<file path="src/bpc_pkg.sv">
package bpc_pkg;

    // Press tracking phase
    typedef enum logic [1:0] {
        PH_IDLE     = 2'd0,
        PH_HELD     = 2'd1,
        PH_RELEASED = 2'd2
    } t_phase;

    // Event codes reported once per tick
    typedef enum logic [1:0] {
        EV_NONE   = 2'd0,
        EV_SINGLE = 2'd1,
        EV_DOUBLE = 2'd2,
        EV_LONG   = 2'd3
    } t_event;

    // Configuration register indexes
    typedef enum logic [1:0] {
        CFG_SCAN_PERIOD = 2'd0,
        CFG_ACTIVE_LVL  = 2'd1,
        CFG_DOUBLE_GAP  = 2'd2,
        CFG_LONG_PRESS  = 2'd3
    } t_cfg_idx;

    localparam int unsigned CFG_IDX_W  = 2;
    localparam int unsigned CFG_DATA_W = 16;
    localparam int unsigned TICK_W     = 16;
    localparam int unsigned PERIOD_W   = 8;

    // Reset values
    localparam logic [PERIOD_W-1:0] RST_SCAN_PERIOD = 8'd10;
    localparam logic                RST_ACTIVE_LVL  = 1'b0;
    localparam logic [TICK_W-1:0]   RST_DOUBLE_GAP  = 16'd100;
    localparam logic [TICK_W-1:0]   RST_LONG_PRESS  = 16'd500;
    localparam logic [TICK_W-1:0]   RST_LONG_TICKS  = 16'd50;
    localparam logic [TICK_W-1:0]   RST_GAP_TICKS   = 16'd10;

    // Settings handed from the threshold unit to the classifier core
    typedef struct packed {
        logic              busy;
        logic              active_level;
        logic [TICK_W-1:0] long_ticks;
        logic [TICK_W-1:0] gap_ticks;
    } t_thresh;

endpackage

</file>
<file path="src/button_press_classifier_unit.sv">
// Channel   | Dir | Word / fields
// s_axis    | in  | tdata[0] pin_level, tdata[7:1] zero
// m_axis    | out | tdata[1:0] event_res, tdata[7:2] zero
// cfg       | in  | i_cfg_we, i_cfg_idx (register index), i_cfg_data
//
// One tick word per cycle while the divider is idle and no result stalls.
// A config write taken with no press in progress runs the threshold divider
// (a load step, then one quotient bit per cycle); s_axis_tready is low while
// it runs. Synchronous reset restores the reset config, the thresholds (50
// and 10 ticks) and the idle phase. A stalled result holds in the output
// register while the input register takes one more word.
module button_press_classifier_unit (
    input  logic                           i_clk,
    input  logic                           i_rst_n,
    input  logic                           s_axis_tvalid,
    output logic                           s_axis_tready,
    input  logic [7:0]                     s_axis_tdata,  // [0] pin_level
    output logic                           m_axis_tvalid,
    input  logic                           m_axis_tready,
    output logic [7:0]                     m_axis_tdata,  // [1:0] event_res
    input  logic                           i_cfg_we,
    input  logic [bpc_pkg::CFG_IDX_W-1:0]  i_cfg_idx,
    input  logic [bpc_pkg::CFG_DATA_W-1:0] i_cfg_data
);

    bpc_pkg::t_thresh thresh;
    logic             phase_idle;
    logic [1:0]       event_res;

    bpc_thresh u_thresh (
        .i_clk        (i_clk),
        .i_rst_n      (i_rst_n),
        .i_cfg_we     (i_cfg_we),
        .i_cfg_idx    (i_cfg_idx),
        .i_cfg_data   (i_cfg_data),
        .i_phase_idle (phase_idle),
        .o_thresh     (thresh)
    );

    bpc_core u_core (
        .i_clk        (i_clk),
        .i_rst_n      (i_rst_n),
        .i_thresh     (thresh),
        .i_valid      (s_axis_tvalid),
        .o_ready      (s_axis_tready),
        .i_level      (s_axis_tdata[0]),
        .o_valid      (m_axis_tvalid),
        .i_ready      (m_axis_tready),
        .o_event      (event_res),
        .o_phase_idle (phase_idle)
    );

    assign m_axis_tdata = {6'b0, event_res};

endmodule

</file>
<file path="src/bpc_thresh.sv">
// Config registers and a two-lane radix-2 divider for the tick thresholds.
module bpc_thresh (
    input  logic                            i_clk,
    input  logic                            i_rst_n,
    input  logic                            i_cfg_we,
    input  logic [bpc_pkg::CFG_IDX_W-1:0]   i_cfg_idx,
    input  logic [bpc_pkg::CFG_DATA_W-1:0]  i_cfg_data,
    input  logic                            i_phase_idle,
    output bpc_pkg::t_thresh                o_thresh
);

    logic [bpc_pkg::PERIOD_W-1:0] r_scan;
    logic                         r_al;
    logic [bpc_pkg::TICK_W-1:0]   r_gap_ms;
    logic [bpc_pkg::TICK_W-1:0]   r_long_ms;
    logic                         r_start;
    logic                         r_run;
    logic [3:0]                   r_cnt;
    logic [bpc_pkg::TICK_W-1:0]   r_long_ticks;
    logic [bpc_pkg::TICK_W-1:0]   r_gap_ticks;

    // divider datapath
    logic [bpc_pkg::PERIOD_W-1:0] r_div;
    logic [bpc_pkg::PERIOD_W-1:0] r_lrem, r_grem;
    logic [bpc_pkg::TICK_W-1:0]   r_lq, r_gq;
    logic [bpc_pkg::PERIOD_W-1:0] n_lrem, n_grem;
    logic [bpc_pkg::TICK_W-1:0]   n_lq, n_gq;
    logic [bpc_pkg::PERIOD_W:0]   l_trial, g_trial;
    logic                         l_ge, g_ge;

    // one quotient bit per lane per cycle
    always_comb begin
        l_trial = {r_lrem, r_lq[bpc_pkg::TICK_W-1]};
        g_trial = {r_grem, r_gq[bpc_pkg::TICK_W-1]};
        l_ge    = (l_trial >= {1'b0, r_div});
        g_ge    = (g_trial >= {1'b0, r_div});
        n_lrem  = l_ge ? bpc_pkg::PERIOD_W'(l_trial - {1'b0, r_div})
                       : bpc_pkg::PERIOD_W'(l_trial);
        n_grem  = g_ge ? bpc_pkg::PERIOD_W'(g_trial - {1'b0, r_div})
                       : bpc_pkg::PERIOD_W'(g_trial);
        n_lq    = {r_lq[bpc_pkg::TICK_W-2:0], l_ge};
        n_gq    = {r_gq[bpc_pkg::TICK_W-2:0], g_ge};
    end

    // config registers, divider control, thresholds
    always_ff @(posedge i_clk) begin
        if (!i_rst_n) begin
            r_scan       <= bpc_pkg::RST_SCAN_PERIOD;
            r_al         <= bpc_pkg::RST_ACTIVE_LVL;
            r_gap_ms     <= bpc_pkg::RST_DOUBLE_GAP;
            r_long_ms    <= bpc_pkg::RST_LONG_PRESS;
            r_start      <= 1'b0;
            r_run        <= 1'b0;
            r_cnt        <= '0;
            r_long_ticks <= bpc_pkg::RST_LONG_TICKS;
            r_gap_ticks  <= bpc_pkg::RST_GAP_TICKS;
        end else begin
            if (i_cfg_we) begin
                unique case (bpc_pkg::t_cfg_idx'(i_cfg_idx))
                    bpc_pkg::CFG_SCAN_PERIOD: r_scan    <= i_cfg_data[bpc_pkg::PERIOD_W-1:0];
                    bpc_pkg::CFG_ACTIVE_LVL:  r_al      <= i_cfg_data[0];
                    bpc_pkg::CFG_DOUBLE_GAP:  r_gap_ms  <= i_cfg_data;
                    bpc_pkg::CFG_LONG_PRESS:  r_long_ms <= i_cfg_data;
                    default: ;
                endcase
            end
            // thresholds follow a write only when no press is in progress
            r_start <= i_cfg_we && i_phase_idle;
            if (r_start) begin
                r_run <= 1'b1;
                r_cnt <= 4'd15;
            end else if (r_run) begin
                r_cnt <= r_cnt - 4'd1;
                if (r_cnt == 4'd0) begin
                    r_run        <= 1'b0;
                    r_long_ticks <= n_lq;
                    r_gap_ticks  <= n_gq;
                end
            end
        end
    end

    // divider operands
    always_ff @(posedge i_clk) begin
        if (r_start) begin
            r_div  <= (r_scan == '0) ? bpc_pkg::PERIOD_W'(1) : r_scan;
            r_lrem <= '0;
            r_grem <= '0;
            r_lq   <= r_long_ms;
            r_gq   <= r_gap_ms;
        end else if (r_run) begin
            r_lrem <= n_lrem;
            r_grem <= n_grem;
            r_lq   <= n_lq;
            r_gq   <= n_gq;
        end
    end

    assign o_thresh.busy         = r_start | r_run;
    assign o_thresh.active_level = r_al;
    assign o_thresh.long_ticks   = r_long_ticks;
    assign o_thresh.gap_ticks    = r_gap_ticks;

endmodule

</file>
<file path="src/bpc_core.sv">
// Input register, press state update and output register.
module bpc_core (
    input  logic             i_clk,
    input  logic             i_rst_n,
    input  bpc_pkg::t_thresh i_thresh,
    input  logic             i_valid,
    output logic             o_ready,
    input  logic             i_level,
    output logic             o_valid,
    input  logic             i_ready,
    output logic [1:0]       o_event,
    output logic             o_phase_idle
);

    logic                       r_in_valid;
    logic                       r_in_level;
    logic                       r_out_valid;
    bpc_pkg::t_event            r_out_event;
    logic                       r_prev;
    bpc_pkg::t_phase            r_phase;
    logic [bpc_pkg::TICK_W-1:0] r_cnt;

    bpc_pkg::t_phase            n_phase;
    logic [bpc_pkg::TICK_W-1:0] n_cnt;
    bpc_pkg::t_event            n_event;
    logic [bpc_pkg::TICK_W-1:0] cnt_inc;
    logic [bpc_pkg::TICK_W-1:0] gap_cnt;
    logic                       pressed, prev_pressed;
    logic                       adv, take;

    // handshake: move when the result slot is free or being drained
    assign adv     = r_in_valid && (!r_out_valid || i_ready);
    assign o_ready = !i_thresh.busy && (!r_in_valid || adv);
    assign take    = i_valid && o_ready;

    // per-tick classification
    always_comb begin
        pressed      = (r_in_level == i_thresh.active_level);
        prev_pressed = (r_prev == i_thresh.active_level);
        cnt_inc      = r_cnt + bpc_pkg::TICK_W'(1);
        gap_cnt      = pressed ? r_cnt : cnt_inc;
        n_phase      = r_phase;
        n_cnt        = r_cnt;
        n_event      = bpc_pkg::EV_NONE;
        unique case (r_phase)
            bpc_pkg::PH_HELD: begin
                if (pressed && prev_pressed) begin
                    if (cnt_inc >= i_thresh.long_ticks) begin
                        n_event = bpc_pkg::EV_LONG;
                        n_phase = bpc_pkg::PH_IDLE;
                        n_cnt   = '0;
                    end else begin
                        n_cnt = cnt_inc;
                    end
                end else if (r_in_level != r_prev) begin
                    n_phase = bpc_pkg::PH_RELEASED;
                    n_cnt   = '0;
                end
            end
            bpc_pkg::PH_RELEASED: begin
                if (pressed && gap_cnt < i_thresh.gap_ticks) begin
                    n_event = bpc_pkg::EV_DOUBLE;
                    n_phase = bpc_pkg::PH_IDLE;
                    n_cnt   = '0;
                end else if (gap_cnt >= i_thresh.gap_ticks) begin
                    n_event = bpc_pkg::EV_SINGLE;
                    n_phase = bpc_pkg::PH_IDLE;
                    n_cnt   = '0;
                end else begin
                    n_cnt = gap_cnt;
                end
            end
            // idle, and the unused code treated as idle
            default: begin
                n_phase = (pressed && !prev_pressed) ? bpc_pkg::PH_HELD : bpc_pkg::PH_IDLE;
            end
        endcase
    end

    // control and state
    always_ff @(posedge i_clk) begin
        if (!i_rst_n) begin
            r_in_valid  <= 1'b0;
            r_out_valid <= 1'b0;
            r_prev      <= 1'b0;
            r_phase     <= bpc_pkg::PH_IDLE;
            r_cnt       <= '0;
        end else begin
            if (take) begin
                r_in_valid <= 1'b1;
            end else if (adv) begin
                r_in_valid <= 1'b0;
            end
            if (adv) begin
                r_out_valid <= 1'b1;
                r_prev      <= r_in_level;
                r_phase     <= n_phase;
                r_cnt       <= n_cnt;
            end else if (i_ready) begin
                r_out_valid <= 1'b0;
            end
        end
    end

    // payload
    always_ff @(posedge i_clk) begin
        if (take) begin
            r_in_level <= i_level;
        end
        if (adv) begin
            r_out_event <= n_event;
        end
    end

    assign o_valid      = r_out_valid;
    assign o_event      = r_out_event;
    assign o_phase_idle = (r_phase == bpc_pkg::PH_IDLE);

endmodule

</file>
<file path="config.mk">
export PLATFORM = sky130hd
export DESIGN_NAME = button_press_classifier_unit
export DESIGN_NICKNAME = d
export VERILOG_FILES = /design/src/bpc_pkg.sv /design/src/button_press_classifier_unit.sv /design/src/bpc_thresh.sv /design/src/bpc_core.sv
export SDC_FILE = /design/constraint.sdc
export NUM_CORES = 1
export LEC_CHECK = 0
export BUFFER_PORTS_ARGS = -buffer_cell sky130_fd_sc_hd__buf_2
export CAP_MARGIN = 25
export CORE_MARGIN = 2
export CORE_UTILIZATION = 58
export CTS_BUF_LIST = sky130_fd_sc_hd__clkbuf_8
export DETAILED_ROUTE_END_ITERATION = 8
export GPL_ROUTABILITY_DRIVEN = 0
export HOLD_SLACK_MARGIN = 0.08
export PLACE_DENSITY = 0.79
export SLEW_MARGIN = 40
export SYNTH_ARGS = -nofsm -noshare
export SYNTH_HDL_FRONTEND = slang
export SYNTH_SLANG_ARGS = --single-unit
export TNS_END_PERCENT = 50
</file>
<file path="constraint.sdc">
create_clock -name i_clk -period 3.2 [get_ports i_clk]
set_input_delay 0.48 -clock i_clk [delete_from_list [all_inputs] [get_ports i_clk]]
set_output_delay 0.48 -clock i_clk [all_outputs]
set_load 0.05 [all_outputs]
</file>
## Yosys cells after proc, flatten, opt, wreduce, memory -nomap -nowiden

Index checks and enable logic that the tools add are counted.

- Flip-flop bits (word level): 159
- Bits of input ports: 31
- Output and inout bits: 10
- Logic and storage cells: 105

- Add/sub/neg operators: 4
- $lt $le $gt $ge: 5
- Equal/unequal tests: 11
- Multiplexer cells: 34
- Bitwise logic cells: 2
- Reduce and logical (&&, ||, !) cells: 28

Operator list:

| cell | number |
|---|---|
| $mux 16 | 10 |
| $ge 16x16->1 | 2 |
| $pmux 16 s2 | 1 |
| $ge 9x8->1 | 2 |
| $add 16x1->16 const B | 1 |
| $lt 16x16->1 | 1 |
| $mux 2 | 8 |
| $mux 8 | 2 |
| $sub 8x8->8 | 2 |
| $mux 1 | 9 |
| $logic_not 8->1 | 1 |
| $mux 4 | 2 |
| $pmux 2 s2 | 2 |
| $reduce_and 2->1 | 4 |
| $reduce_bool 2->1 | 4 |
| $logic_and 1x1->1 | 7 |
| $eq 2x2->1 const B | 3 |
| $ne 3x1->1 const B | 2 |
| $reduce_and 3->1 | 2 |
| $eq 2x1->1 const B | 2 |
| $logic_not 1->1 | 4 |
| $logic_not 2->1 | 2 |
| $logic_not 4->1 | 1 |
| $reduce_and 4->1 | 1 |
| other kinds (7) | 9 |

## Longest topological paths before layout

Gate-level depths: netlist (run 1).

- Depth in word-level cells: 7
- Depth in mapped cells: 15
- Depth with buffers taken out: 13

## Hierarchy

From an unflattened synthesis (run 1), not the netlist that was laid out.

- Cells, all modules: 955
- Area, all modules: 8785.9 um^2

Modules (own cells, without submodules):

| module | instances | cells each | area each (um^2) | sequential area each (um^2) |
|---|---|---|---|---|
| bpc_thresh | 1 | 613 | 6113.4 | 3103.0 |
| bpc_core | 1 | 335 | 2623.8 | 510.5 |
| button_press_classifier_unit | 1 | 7 | 48.8 | 0.0 |

## Worst setup path after synthesis (run 1)

OpenSTA, ideal clock, no wires.

- Kind: register to register
- Start: register u_core.r_cnt[0] (netlist bit)
- End: register u_core.r_cnt[10] (netlist bit)
- Setup time: 0.122 ns
- Arrival time: 3.259 ns
- Data required time: 3.078 ns
- Setup slack: -0.181 ns
- Cell stages (with the launch flop): 14
- Path buffers: 0
- Period minus slack after synthesis: 3.381 ns
- Cell sequence: dfxtp_1 > ha_1 > nand3_1 > or2_2 > nor2_1 > nand2_1 > xnor2_1 > ha_1 > nand4_2 > or4_1 > a21o_1 > and3_4 > and2_4 > a221o_1

- Cells in the longest elaborated chain, start to end: 6
- Elaborated cells on any way between the ends: 11
- Those cells by class: 1 x add/sub; 3 x order compare; 6 x mux; 1 x reduce/logical

Ends and longest elaborated chain:

| element | line | source |
|---|---|---|
| start, declared | bpc_core.sv:21 | `logic [bpc_pkg::TICK_W-1:0] r_cnt;` |
| start signal, assigned | bpc_core.sv:98 | `r_cnt <= n_cnt;` |
| $add 16x1->16 | bpc_core.sv:40 | `cnt_inc = r_cnt + bpc_pkg::TICK_W'(1);` |
| $mux 16 | bpc_core.sv:41 | `gap_cnt = pressed ? r_cnt : cnt_inc;` |
| $ge 16x16->1 / $lt 16x16->1 (equally long branches) | bpc_core.sv:65, bpc_core.sv:61 |  |
| $mux 16 / $logic_and 1x1->1 (equally long branches) | bpc_core.sv:65, bpc_core.sv:61 |  |
| $mux 16 | bpc_core.sv:61 | `if (pressed && gap_cnt < i_thresh.gap_ticks) begin` |
| $pmux 16 s2 (*) | bpc_core.sv:45 | `unique case (r_phase)` |

Every way passes the cells marked *; elsewhere a longest branch is shown, timed or not.
A chain may end at the register's enable or synchronous reset.

## Final worst setup path (run 1)

- Start: register u_core.r_in_level
- End: register u_core.r_cnt[14] (netlist bit)

- Cells in the longest elaborated chain, start to end: 6
- Elaborated cells on any way between the ends: 13
- Those cells by class: 2 x order compare; 3 x eq/ne; 5 x mux; 3 x reduce/logical

Ends and longest elaborated chain:

| element | line | source |
|---|---|---|
| start, declared | bpc_core.sv:16 | `logic r_in_level;` |
| start signal, assigned | bpc_core.sv:108 | `r_in_level <= i_level;` |
| $eq 1x1->1 | bpc_core.sv:38 | `pressed = (r_in_level == i_thresh.active_level);` |
| $mux 16 | bpc_core.sv:41 |  |
| $ge 16x16->1 / $lt 16x16->1 (equally long branches) | bpc_core.sv:65, bpc_core.sv:61 |  |
| $mux 16 / $logic_and 1x1->1 (equally long branches) | bpc_core.sv:65, bpc_core.sv:61 |  |
| $mux 16 | bpc_core.sv:61 |  |
| $pmux 16 s2 | bpc_core.sv:45 |  |

Parallel ways exist; a longest one is shown, timed or not.

==> results of run 1 <==
routing by layer:
layer / wire [µm] / vias up
li1: - / 3375
met1: 9050 / 3137
met2: 8640 / 223
met3: 1160 / 36
met4: 450 / 0
met5: 0 / -
path summary, 6_finish.rpt:
path | end | slack (ns) | cells after the start
hold reg to reg | u_thresh.r_gap_ms[9] | 0.46 | 2
setup reg to reg | u_core.r_cnt[14] | -0.007 | 13
setup / recovery | u_core.r_cnt[14] | -0.007 | 13
hold / removal | u_core.r_in_level | 0.19 | 1
metrics by stage:
stage	util [%]	power, W	std cells	hold WS (ns)	setup TNS, ns
floorplan	-	0.00294	952	0.433	0
global placement	63.0	0.00313	1141	0.441	0
detailed placement	63.0	0.00316	1141	0.445	-0.401
CTS	66.0	0.00467	1173	0.175	0
global route	68.0	0.00488	1181	0.174	-2.00
finish	68.0	0.00468	1181	0.191	-0.0106
registers in the layout (all words and copies together) (netlist names), 2 cells and up:
| register | flops |
|---|---|
| u_thresh.r_gap_ticks | 16 |
| u_thresh.r_div | 8 |
| u_core.o_event | 2 |
| u_core.r_phase | 2 |
| u_thresh.r_lrem | 8 |
| u_thresh.r_long_ms | 16 |
| u_thresh.r_long_ticks | 16 |
| u_thresh.r_scan | 8 |
| u_core.r_cnt | 16 |
| u_thresh.r_gq | 16 |
| u_thresh.r_gap_ms | 16 |
| u_thresh.r_cnt | 4 |
| u_thresh.r_lq | 16 |
| u_thresh.r_grem | 8 |
synthesized netlist by cell type (all sizes together), types with 26 or more instances:
library cell	number
nand2	170
dfxtp	116
a21oi	78
nor2	70
inv	55
ha	53
clkbuf	45
edfxtp	43
o21ai	34
nand3	33
mux2	32
xnor2	26
timing repair:
item	4_1_cts	5_1_grt
pin swaps	2	30
gates resized for setup	5	38
setup buffers	0	8
hold endpoints to repair	0	0
endpoints found under the setup margin	11	20
area by class of cell:
class	instances	area, µm²
multi-input combinational	680	4530
fill	1105	4470
sequential	159	3620
timing repair buffer	74	517
clock buffer	17	234
tap	180	225
inverter	56	210
clock inverter	15	174
kinds of logic (layout without fill, tap and decap cells):
kind of cell | count (synthesis) | after routing | synth area share (%)
muxes | 44 | 44 | 5.76
xor gates and xnor gates | 38 | 38 | 4.08
AOI/OAI and AO/OA | 191 | 191 | 14.6
adders and majority gates | 55 | 55 | 8.43
DFF | 159 | 159 | 43.3
and+or+nand+nor | 346 | 346 | 18.3
other | 1 | 6 | 0.0450
buffers and inverters | 113 | 162 | 5.45
power by group through the flow:
stage	Clock (W)	Combinational, W	Sequential (W)
finish	0.00155	0.000829	0.00231
floorplan	0	0.000616	0.00232
CTS	0.00156	0.000812	0.00231
global route	0.00164	0.000924	0.00233
detailed placement	0	0.000804	0.00235
global placement	0	0.000784	0.00235
==> qor.yml, run 1 <==
ctsHtreeMaxLevel: 4
fin_crit_ns: 3.21
yosys_register_bits: 159
skew_ns: 0.0137
synth_ff_type: "dfxtp_1"
holdBufCountCts: 0
synth_area_um2: 8340
total_leakage_power_nw: 3.87
cts_buffers: 17
met2_usage_pct: 40.0
dpl-instance-area_um2: 8810
fmax_mhz: 312
crit_required_ns: 3.56
maxSlewHeadroom_pct: 46.1
slew_viol_final: 0
io_pins: 41
end_kind: "flip-flop"
cts-root-buf: "clkbuf_8"
area_delta_synth_final_pct: 14.1
cp_cell_sequence: "xnor2_1 > buf_4 > nor2_4 > buf_6 > nand2_4 > xnor2_4 > ha_4 > nand2_1 > or4_1 > a21o_1 > and3_4 > and2_4 > a221o_1"
dr.pass1.iters: 5
min_period_over_period_pct: 100
num_vias: 6771
wirelength_um: 19300
criticalPathCategory: "flip-flop to flip-flop"
stdcell_area_um2: 9520
seqPwrFrac_pct: 49.3
critPathMaxFanout: 7
arrival_ns: 3.57
setup_slack_ns: -0.00687
worstSkewPairLatency_ns: 0.47
io_buffers: 27
synth_area_leaders: "dfxtp_1 28%, edfxtp_1 15%, ha_1 8.0%"
start_kind: "flip-flop"
p_int_w: 0.00327
design.core.area_um2: 14000
post-dp-hpwl_um: 13700
yosys.area.top_type_share_pct: 27.8
status: "finished, violations left"
drt_iter0_drc: 463
rsz0062_at_grt: "yes"
tritoncts: "done"
sw_frac_of_total_pct: 30.2
rr_startpoint: "u_core.r_in_level"
ir_drop_mv: 0.386
power_density_nw_per_um2: 492
worst_pin_slew_ns: 0.806
hp-start: "s_axis_tdata[0]"
startpoint: "u_core.r_in_level"
yosysWarnings: 0
die_x_um: 124
synthCells: 947
grt_antenna_before_repair: 0
drive_gt1_share_pct: 19.0
wl_per_cell_um: 16.3
hold_viol: 0
hp-class: "input pin to flip-flop"
drc: 0
maxCapViolCount: 0
yosysSeqAreaShare_pct: 43.3
first_global_vias: 6198
grt_util_met1_pct: 37.6
grt_max_degree: 47
gr-usage-all-layers_pct: 26.1
most-common-layout-cells: "167 x nand2_1, 109 x dfxtp_1, 78 x a21oi_1"
synth_edf_count: 43
synth-async-reset-ratio_pct: 0
worst-path-buf-inv: 2
p_sw_w: 0.00141
vias_per_cell: 5.73
die_h_um: 124
gr-total-overflow: 0
initial_utilization_pct: 59.6
pre_cts_ws_ns: -0.0600
cpPeakStageDelay_ns: 0.51
ys_types: 56
dieArea_um2: 15400
yosysTopAreaCell: "dfxtp_1"
p_clk_share_pct: 33.0
avgSynthCellArea_um2: 8.81
slowest_stage: "or4_1"
busiest_layer: "met2"
path_delay_family: "simple AND/OR/NAND/NOR gates"
grt_first_pass_wirelength_um: 30900
path_clk_slew_ns: 0.10
final_common_cell: "nand2_1"
clockBufferDepth: 2
fin_nets: 1074
diodes: 0
ant_nets: 0
use_met3_pct: 4.99
cts.sinks: 159
rows: 43
failed_checks: "negative setup slack"
final-setup-viol-count: 2
pwr-share-comb_pct: 17.7
(Power assumes the default switching activity.)
==> inputs of run 2 (changes only) <==
Settings changed: CORE_ASPECT_RATIO set to 2, REMOVE_ABC_BUFFERS set to 1, SKIP_CTS_REPAIR_TIMING set to 1.
==> run 2 against run 1 <==
  * The flow still finishes with violations (negative setup slack)
  * Power shrank 3.3%
  * Global-route usage is 0.91 points higher
  * Maximum frequency shrank 2.4%
  * Sequential share of layout area grew 0.36 points
  * Utilization fell by 1.6 points
  * Die area up 0.38%
  * Largest cell class unchanged
  * Cell count increased by 1.2%
  * First-iteration DRC count decreased by 9.9%
  * Critical path depth rose by 1
  * Via count grew 2.7%
==> qor.yml, run 2 (same netlist as run 1, synthesis figures left out) <==
dieArea_um2: 15400  # +0.38%
end_kind: "flip-flop"
slew_viol_final: 0  # unchanged
diodes: 0  # unchanged
setup_slack_ns: -0.0851  # -0.0782 ns
hp-class: "input pin to flip-flop"
design.core.area_um2: 14200  # +1.5%
worstSkewPairLatency_ns: 0.46  # about the same
die_x_um: 88.8  # -28%
num_vias: 6957  # +2.7%
hp-start: "s_axis_tdata[0]"
worst_pin_slew_ns: 0.853  # +0.0472 ns
postLayoutCoreUtil_pct: 66.4  # -1.6 points
final_common_cell: "nand2_1"
path_clk_slew_ns: 0.08  # -0.02 ns
fin_crit_ns: 3.29  # +0.0782 ns
total_leakage_power_nw: 3.83  # -1.1%
area_delta_synth_final_pct: 13.1
gr-total-overflow: 0  # unchanged
final-setup-viol-count: 11  # +9
arrival_ns: 3.63  # +0.06 ns
stdcell_area_um2: 9430  # -0.93%
most-common-layout-cells: "168 x nand2_1, 109 x dfxtp_1, 77 x a21oi_1"
critPathMaxFanout: 12  # +5
drive_gt1_share_pct: 18.2  # -0.74 points
crit_required_ns: 3.55  # about the same
min_period_over_period_pct: 103  # +2.4 points
start_kind: "flip-flop"
drc: 0  # unchanged
rows: 62  # +44%
power_density_nw_per_um2: 480  # -2.4%
io_pins: 41  # unchanged
startpoint: "u_core.r_cnt[6]"
fmax_mhz: 304  # -2.4%
fin_nets: 1076  # +0.19%
wirelength_um: 20600  # +6.8%
grt_max_degree: 50  # +6.4%
rsz0062_at_grt: "yes"
rr_startpoint: "u_core.r_cnt[6]"
cts_buffers: 17  # unchanged
ant_nets: 0  # unchanged
tritoncts: "done"
maxSlewHeadroom_pct: 42.9  # -3.2 points
multi_input_area_um2: 4450  # -1.8%
n_fill_cell: 1150  # +4.1%
dr.pass1.iters: 9  # +4
skew_ns: 0.00830  # -0.00543 ns
maxCapViolCount: 0  # unchanged
grt_antenna_before_repair: 0  # unchanged
io_buffers: 27  # unchanged
hold_viol: 0  # unchanged
initial_utilization_pct: 58.7  # -0.87 points
dpl-instance-area_um2: 8830  # +0.21%
die_h_um: 174  # +40%
gr-usage-all-layers_pct: 27.1  # +0.91 points
status: "finished, violations left"
failed_checks: "negative setup slack"
criticalPathCategory: "flip-flop to flip-flop"
cts.sinks: 159  # unchanged
grt_first_pass_wirelength_um: 32200  # +4.0%
regArea_um2: 3620  # unchanged
hold-worst-slack_ns: 0.192  # +0.000947 ns
vias_per_cell: 5.82  # +1.5%
first_global_vias: 6825  # +10%
clockBufferDepth: 2  # unchanged
power_w: 0.00453  # -3.3%
drt_iter0_drc: 417  # -9.9%
post-dp-hpwl_um: 14400  # +4.9%
fin_setup_tns_ns: -0.538  # -0.527 ns
wl_per_cell_um: 17.3  # +5.6%
ir_drop_mv: 0.352  # -8.8%
cts-root-buf: "clkbuf_8"
ctsHtreeMaxLevel: 4  # unchanged
## run 2: cell count changes in the layout (fill, tap and decap cells not counted), sizes merged
cell / before / now
buf: 74 / 76
bufinv: 2 / 1
clkbuf: 17 / 19
clkinvlp: 2 / 3
inv: 63 / 61
## run 2: routing by layer
layer	global-route usage, %	up-vias	part of all wire, %
li1	-	3363	-
met3	4.52	39	5.3
met4	10.9	0	2.4
met2	45.5	217	52
met5	0	-	0
met1	33.6	3338	40
## run 2: final timing paths
check                                  to  slack, ns  cells past startpoint
setup / recovery          u_core.r_cnt[4]      -0.09                     14
hold / removal          u_core.r_in_level       0.19                      1
setup reg to reg          u_core.r_cnt[4]      -0.09                     14
hold reg to reg   u_thresh.r_gap_ticks[9]       0.46                      2
## run 2: area by class of cell
type	count	area share, %
multi-input cells	680	47.2
clock inverters	13	1.06
inverters	56	2.23
repair buffers	76	5.72
well taps	192	2.55
clock buffers	19	2.77
flip-flops and latches	159	38.4
## run 2: critical path, cell delays in order (launching register included)
cell and delay (ns):
dfxtp_1 0.37, nand2_1 0.15, or3_4 0.45, nor2_4 0.14, nand2_2 0.08, nor2_2 0.12
xor2_1 0.09, ha_1 0.31, nand4_2 0.10, or4_1 0.50, a21o_1 0.20, and3_4 0.17
buf_12 0.15, a221oi_1 0.25, nor2_1 0.09
## run 2: power breakdown
| part | switching [W] | total (W) | internal [W] | leakage [nW] |
|---|---|---|---|---|
| Combinational | 0.000501 | 0.000839 | 0.000338 | 2.27 |
| Sequential | 0.0000922 | 0.00231 | 0.00221 | 1.36 |
| Clock | 0.000739 | 0.00138 | 0.000644 | 0.193 |
## run 2: per-stage QoR
step                setup slack (ns)  instances
floorplan                     -0.217        895
global route                  -0.156       1195
detailed placement            -0.224       1156
finish                       -0.0851       1195
global placement             -0.0529       1156
CTS                           -0.241       1188
==> inputs of run 3 (changes only) <==
Settings changed: PLACE_DENSITY 0.79 to not set, PLACE_DENSITY_LB_ADDON set to 0.25, SYNTH_HIERARCHICAL set to 1.
==> run 3 against run 2 <==
  * The flow now finishes without violations
  * Power grew 7.8%
  * Global-route usage decreased by 0.57 points
  * Combinational power up 26%
  * Setup slack better by 0.10 ns
  * Highest routed layer unchanged
==> qor.yml, run 3 <==
yosysSeqAreaShare_pct: 41.1  # -2.2 points
die_h_um: 178  # +2.6%
synthCells: 955  # +0.84%
gr-usage-all-layers_pct: 26.5  # -0.57 points
worst-path-buf-inv: 2  # +1
setup_slack_ns: 0.0185  # +0.104 ns
yosysTopAreaCell: "dfxtp_1"
maxSlewHeadroom_pct: 47.3  # +4.3 points
drive_gt1_share_pct: 19.8  # +1.6 points
slowest_stage: "dfxtp_4"
grt_antenna_before_repair: 0  # unchanged
yosys_register_bits: 159  # unchanged
cts_buffers: 17  # unchanged
dr_wl_met2_um: 11600  # +8.5%
hp-class: "input pin to flip-flop"
tritoncts: "done"
fin_nets: 1078  # +0.19%
p_int_w: 0.00334  # +4.5%
ys_types: 77  # +38%
drc: 0  # unchanged
end_kind: "flip-flop"
maxCapViolCount: 0  # unchanged
wl_per_cell_um: 17.4  # +1.1%
power_density_nw_per_um2: 500  # +4.0%
synth-async-reset-ratio_pct: 0  # unchanged
rr_startpoint: "u_core/r_cnt[1]"
cts.sinks: 159  # unchanged
diodes: 0  # unchanged
reg2reg_slack_ns: 0.02  # +0.10 ns
final-setup-viol-count: 0  # -11
hold_viol: 0  # unchanged
n_fill_cell: 1293  # +12%
total_leakage_power_nw: 3.92  # +2.3%
cpPeakStageDelay_ns: 0.38  # -0.12 ns
ys_top_cells_by_count: "178 x nand2_1, 116 x dfxtp_1, 59 x inv_1, 53 x ha_1, 43 x edfxtp_1"
synth_ff_type: "dfxtp_1"
crit_required_ns: 3.59  # +0.04 ns
design.core.area_um2: 14800  # +4.4%
wl_met1_um: 7510  # -9.6%
reg2reg_to: "u_core/r_cnt[0]"
synth_area_um2: 8790  # +5.4%
synth_edf_count: 43  # unchanged
p_clk_share_pct: 30.9  # +0.4 points
rows: 63  # +1.6%
avgSynthCellArea_um2: 9.20  # +4.5%
fin_setup_tns_ns: 0  # +0.538 ns
pwr-share-comb_pct: 21.7  # +3.2 points
slew_viol_final: 0  # unchanged
die_x_um: 91.0  # +2.5%
vias_per_cell: 5.72  # -1.7%
power_w: 0.00488  # +7.8%
yosys.area.top_type_share_pct: 26.4  # -1.4 points
initial_utilization_pct: 59.3  # +0.54 points
worst_pin_slew_ns: 0.791  # -0.0627 ns
dieArea_um2: 16200  # +5.2%
pre_cts_ws_ns: -0.0491  # +0.175 ns
start_kind: "flip-flop"
num_vias: 6866  # -1.3%
criticalPathCategory: "flip-flop to flip-flop"
fin_crit_ns: 3.18  # -0.104 ns
area_delta_synth_final_pct: 11.2
ctsHtreeMaxLevel: 4  # unchanged
yosysMostFrequentCell: "nand2_1"
ant_nets: 0  # unchanged
skew_ns: 0.0169  # +0.00859 ns
post-dp-hpwl_um: 15100  # +4.7%
sw_frac_of_total_pct: 31.6  # +2.1 points
clockBufferDepth: 2  # unchanged
path_delay_family: "simple AND/OR/NAND/NOR gates"
whs_path_depth: 1  # unchanged
critPathMaxFanout: 10  # -2
first_global_vias: 6959  # +2.0%
arrival_ns: 3.57  # -0.06 ns
ir_drop_mv: 0.492  # +40%
most-common-layout-cells: "178 x nand2_1, 110 x dfxtp_1, 59 x inv_1"
gr-total-overflow: 0  # unchanged
io_pins: 41  # unchanged
final_common_cell: "nand2_1"
min_period_over_period_pct: 99.4  # -3.2 points
worstSkewPairLatency_ns: 0.47  # about the same
cts-root-buf: "clkbuf_8"
status: "finished clean"
regArea_um2: 3620  # about the same
min_to: "u_core/r_in_level"
drt_iter0_drc: 385  # -7.7%
wirelength_um: 20900  # +1.5%
fmax_mhz: 314  # +3.3%
multi_input_area_um2: 4790  # +7.6%
cp_cell_sequence: "ha_2 > nand3_2 > buf_4 > nor2_1 > buf_4 > nand4_1 > xnor2_2 > ha_1 > and2_1 > a221o_1 > nand2_2 > nand3_2 > a211o_1 > a21oi_1"
r2r_cells: 14  # unchanged
top_layer: "met4"
grt_first_pass_wirelength_um: 33300  # +3.4%
path_clk_slew_ns: 0.10  # +0.02 ns
seqPwrFrac_pct: 47.4  # -3.5 points
io_buffers: 27  # unchanged
rsz0062_at_grt: "yes"
grt_max_degree: 94  # +88%
yosysWarnings: 6  # +6
synth_area_leaders: "dfxtp_1 26%, edfxtp_1 15%, nand2_1 7.6%"
hp-start: "s_axis_tdata[0]"
p_sw_w: 0.00154  # +16%
dr.pass1.iters: 6  # -3
wl_met3_um: 594  # -46%
==> run 3: changes by cell type in the layout (fill, tap and decap cells not counted), sizes merged, moves of 8 or more <==
cell / change
nor2: -26
a21oi: -54
o211ai: -11
a311oi: -8
mux2i: +8
nand2b: +10
nand2: +9
a31oi: +18
a21boi: +44
==> run 3: per-stage QoR <==
stage          instance area, µm²  util (%)  std cells  hold slack, ns
2_1_floorplan                8480         -        899           0.430
3_3_place_gp                 9200      62.1       1166           0.441
3_5_place_dp                 9200      62.1       1166           0.443
4_1_cts                      9600      64.8       1198           0.192
5_1_grt                      9770      65.9       1200           0.193
6_report                     9770      65.9       1200           0.206
==> run 3: how the worst max path moves through the flow <==
stage	startpoint	endpoint	depth (start not counted)
5_1_grt	u_core/r_cnt[1]	u_core/r_cnt[0]	14
3_5_place_dp	u_core/r_in_level	u_core/r_cnt[7]	14
6_report	u_core/r_cnt[1]	u_core/r_cnt[0]	14
2_1_floorplan	u_thresh/r_start	u_core/r_in_valid	6
4_1_cts	u_core/r_in_level	u_core/r_cnt[7]	14
3_3_place_gp	u_core/r_in_level	u_core/r_cnt[7]	14
==> run 3: final cells by class <==
class,count,area share [%]
clock buffer,18,2.54
clock inverter,14,1.51
inverter,59,2.27
multi-input combinational,681,49.1
sequential,159,37.1
tap,195,2.50
timing repair buffer,74,5.03
==> run 3: layer usage <==
layer  global-route usage, %  up-vias
met4                    16.3        0
met5                       0        -
met2                    52.1      149
li1                        -     3365
met1                    25.0     3289
met3                    3.93       63
==> run 3: cells by family (layout without fill, tap and decap cells) <==
logic type      count (synthesis)  in the layout  share of synthesized area (%)
fa+ha+maj                      55             55                           8.00
compound gates                183            183                           15.2
other cells                     1              6                         0.0427
flops                         159            159                           41.1
buf+inv                       120            165                           6.19
mux                            54             54                           6.72
simple gates                  343            343                           18.5
xor+xnor                       40             40                           4.20
==> run 3: power groups by stage <==
stage                     Clock [W]  Combinational [W]  Sequential [W]
after floorplan                   0           0.000782         0.00234
after global placement            0            0.00102         0.00236
after detailed placement          0            0.00105         0.00236
after CTS                   0.00153            0.00105         0.00232
after global routing        0.00162            0.00116         0.00233
final                       0.00151            0.00106         0.00232
==> run 3: worst register-to-register path, cell delays in order (launching register included) <==
cell and delay [ns]:
dfxtp_4 0.38, ha_2 0.19, nand3_2 0.10, buf_4 0.16, nor2_1 0.11, buf_4 0.15
nand4_1 0.15, xnor2_2 0.27, ha_1 0.26, and2_1 0.16, a221o_1 0.31, nand2_2 0.14
nand3_2 0.25, a211o_1 0.36, a21oi_1 0.11
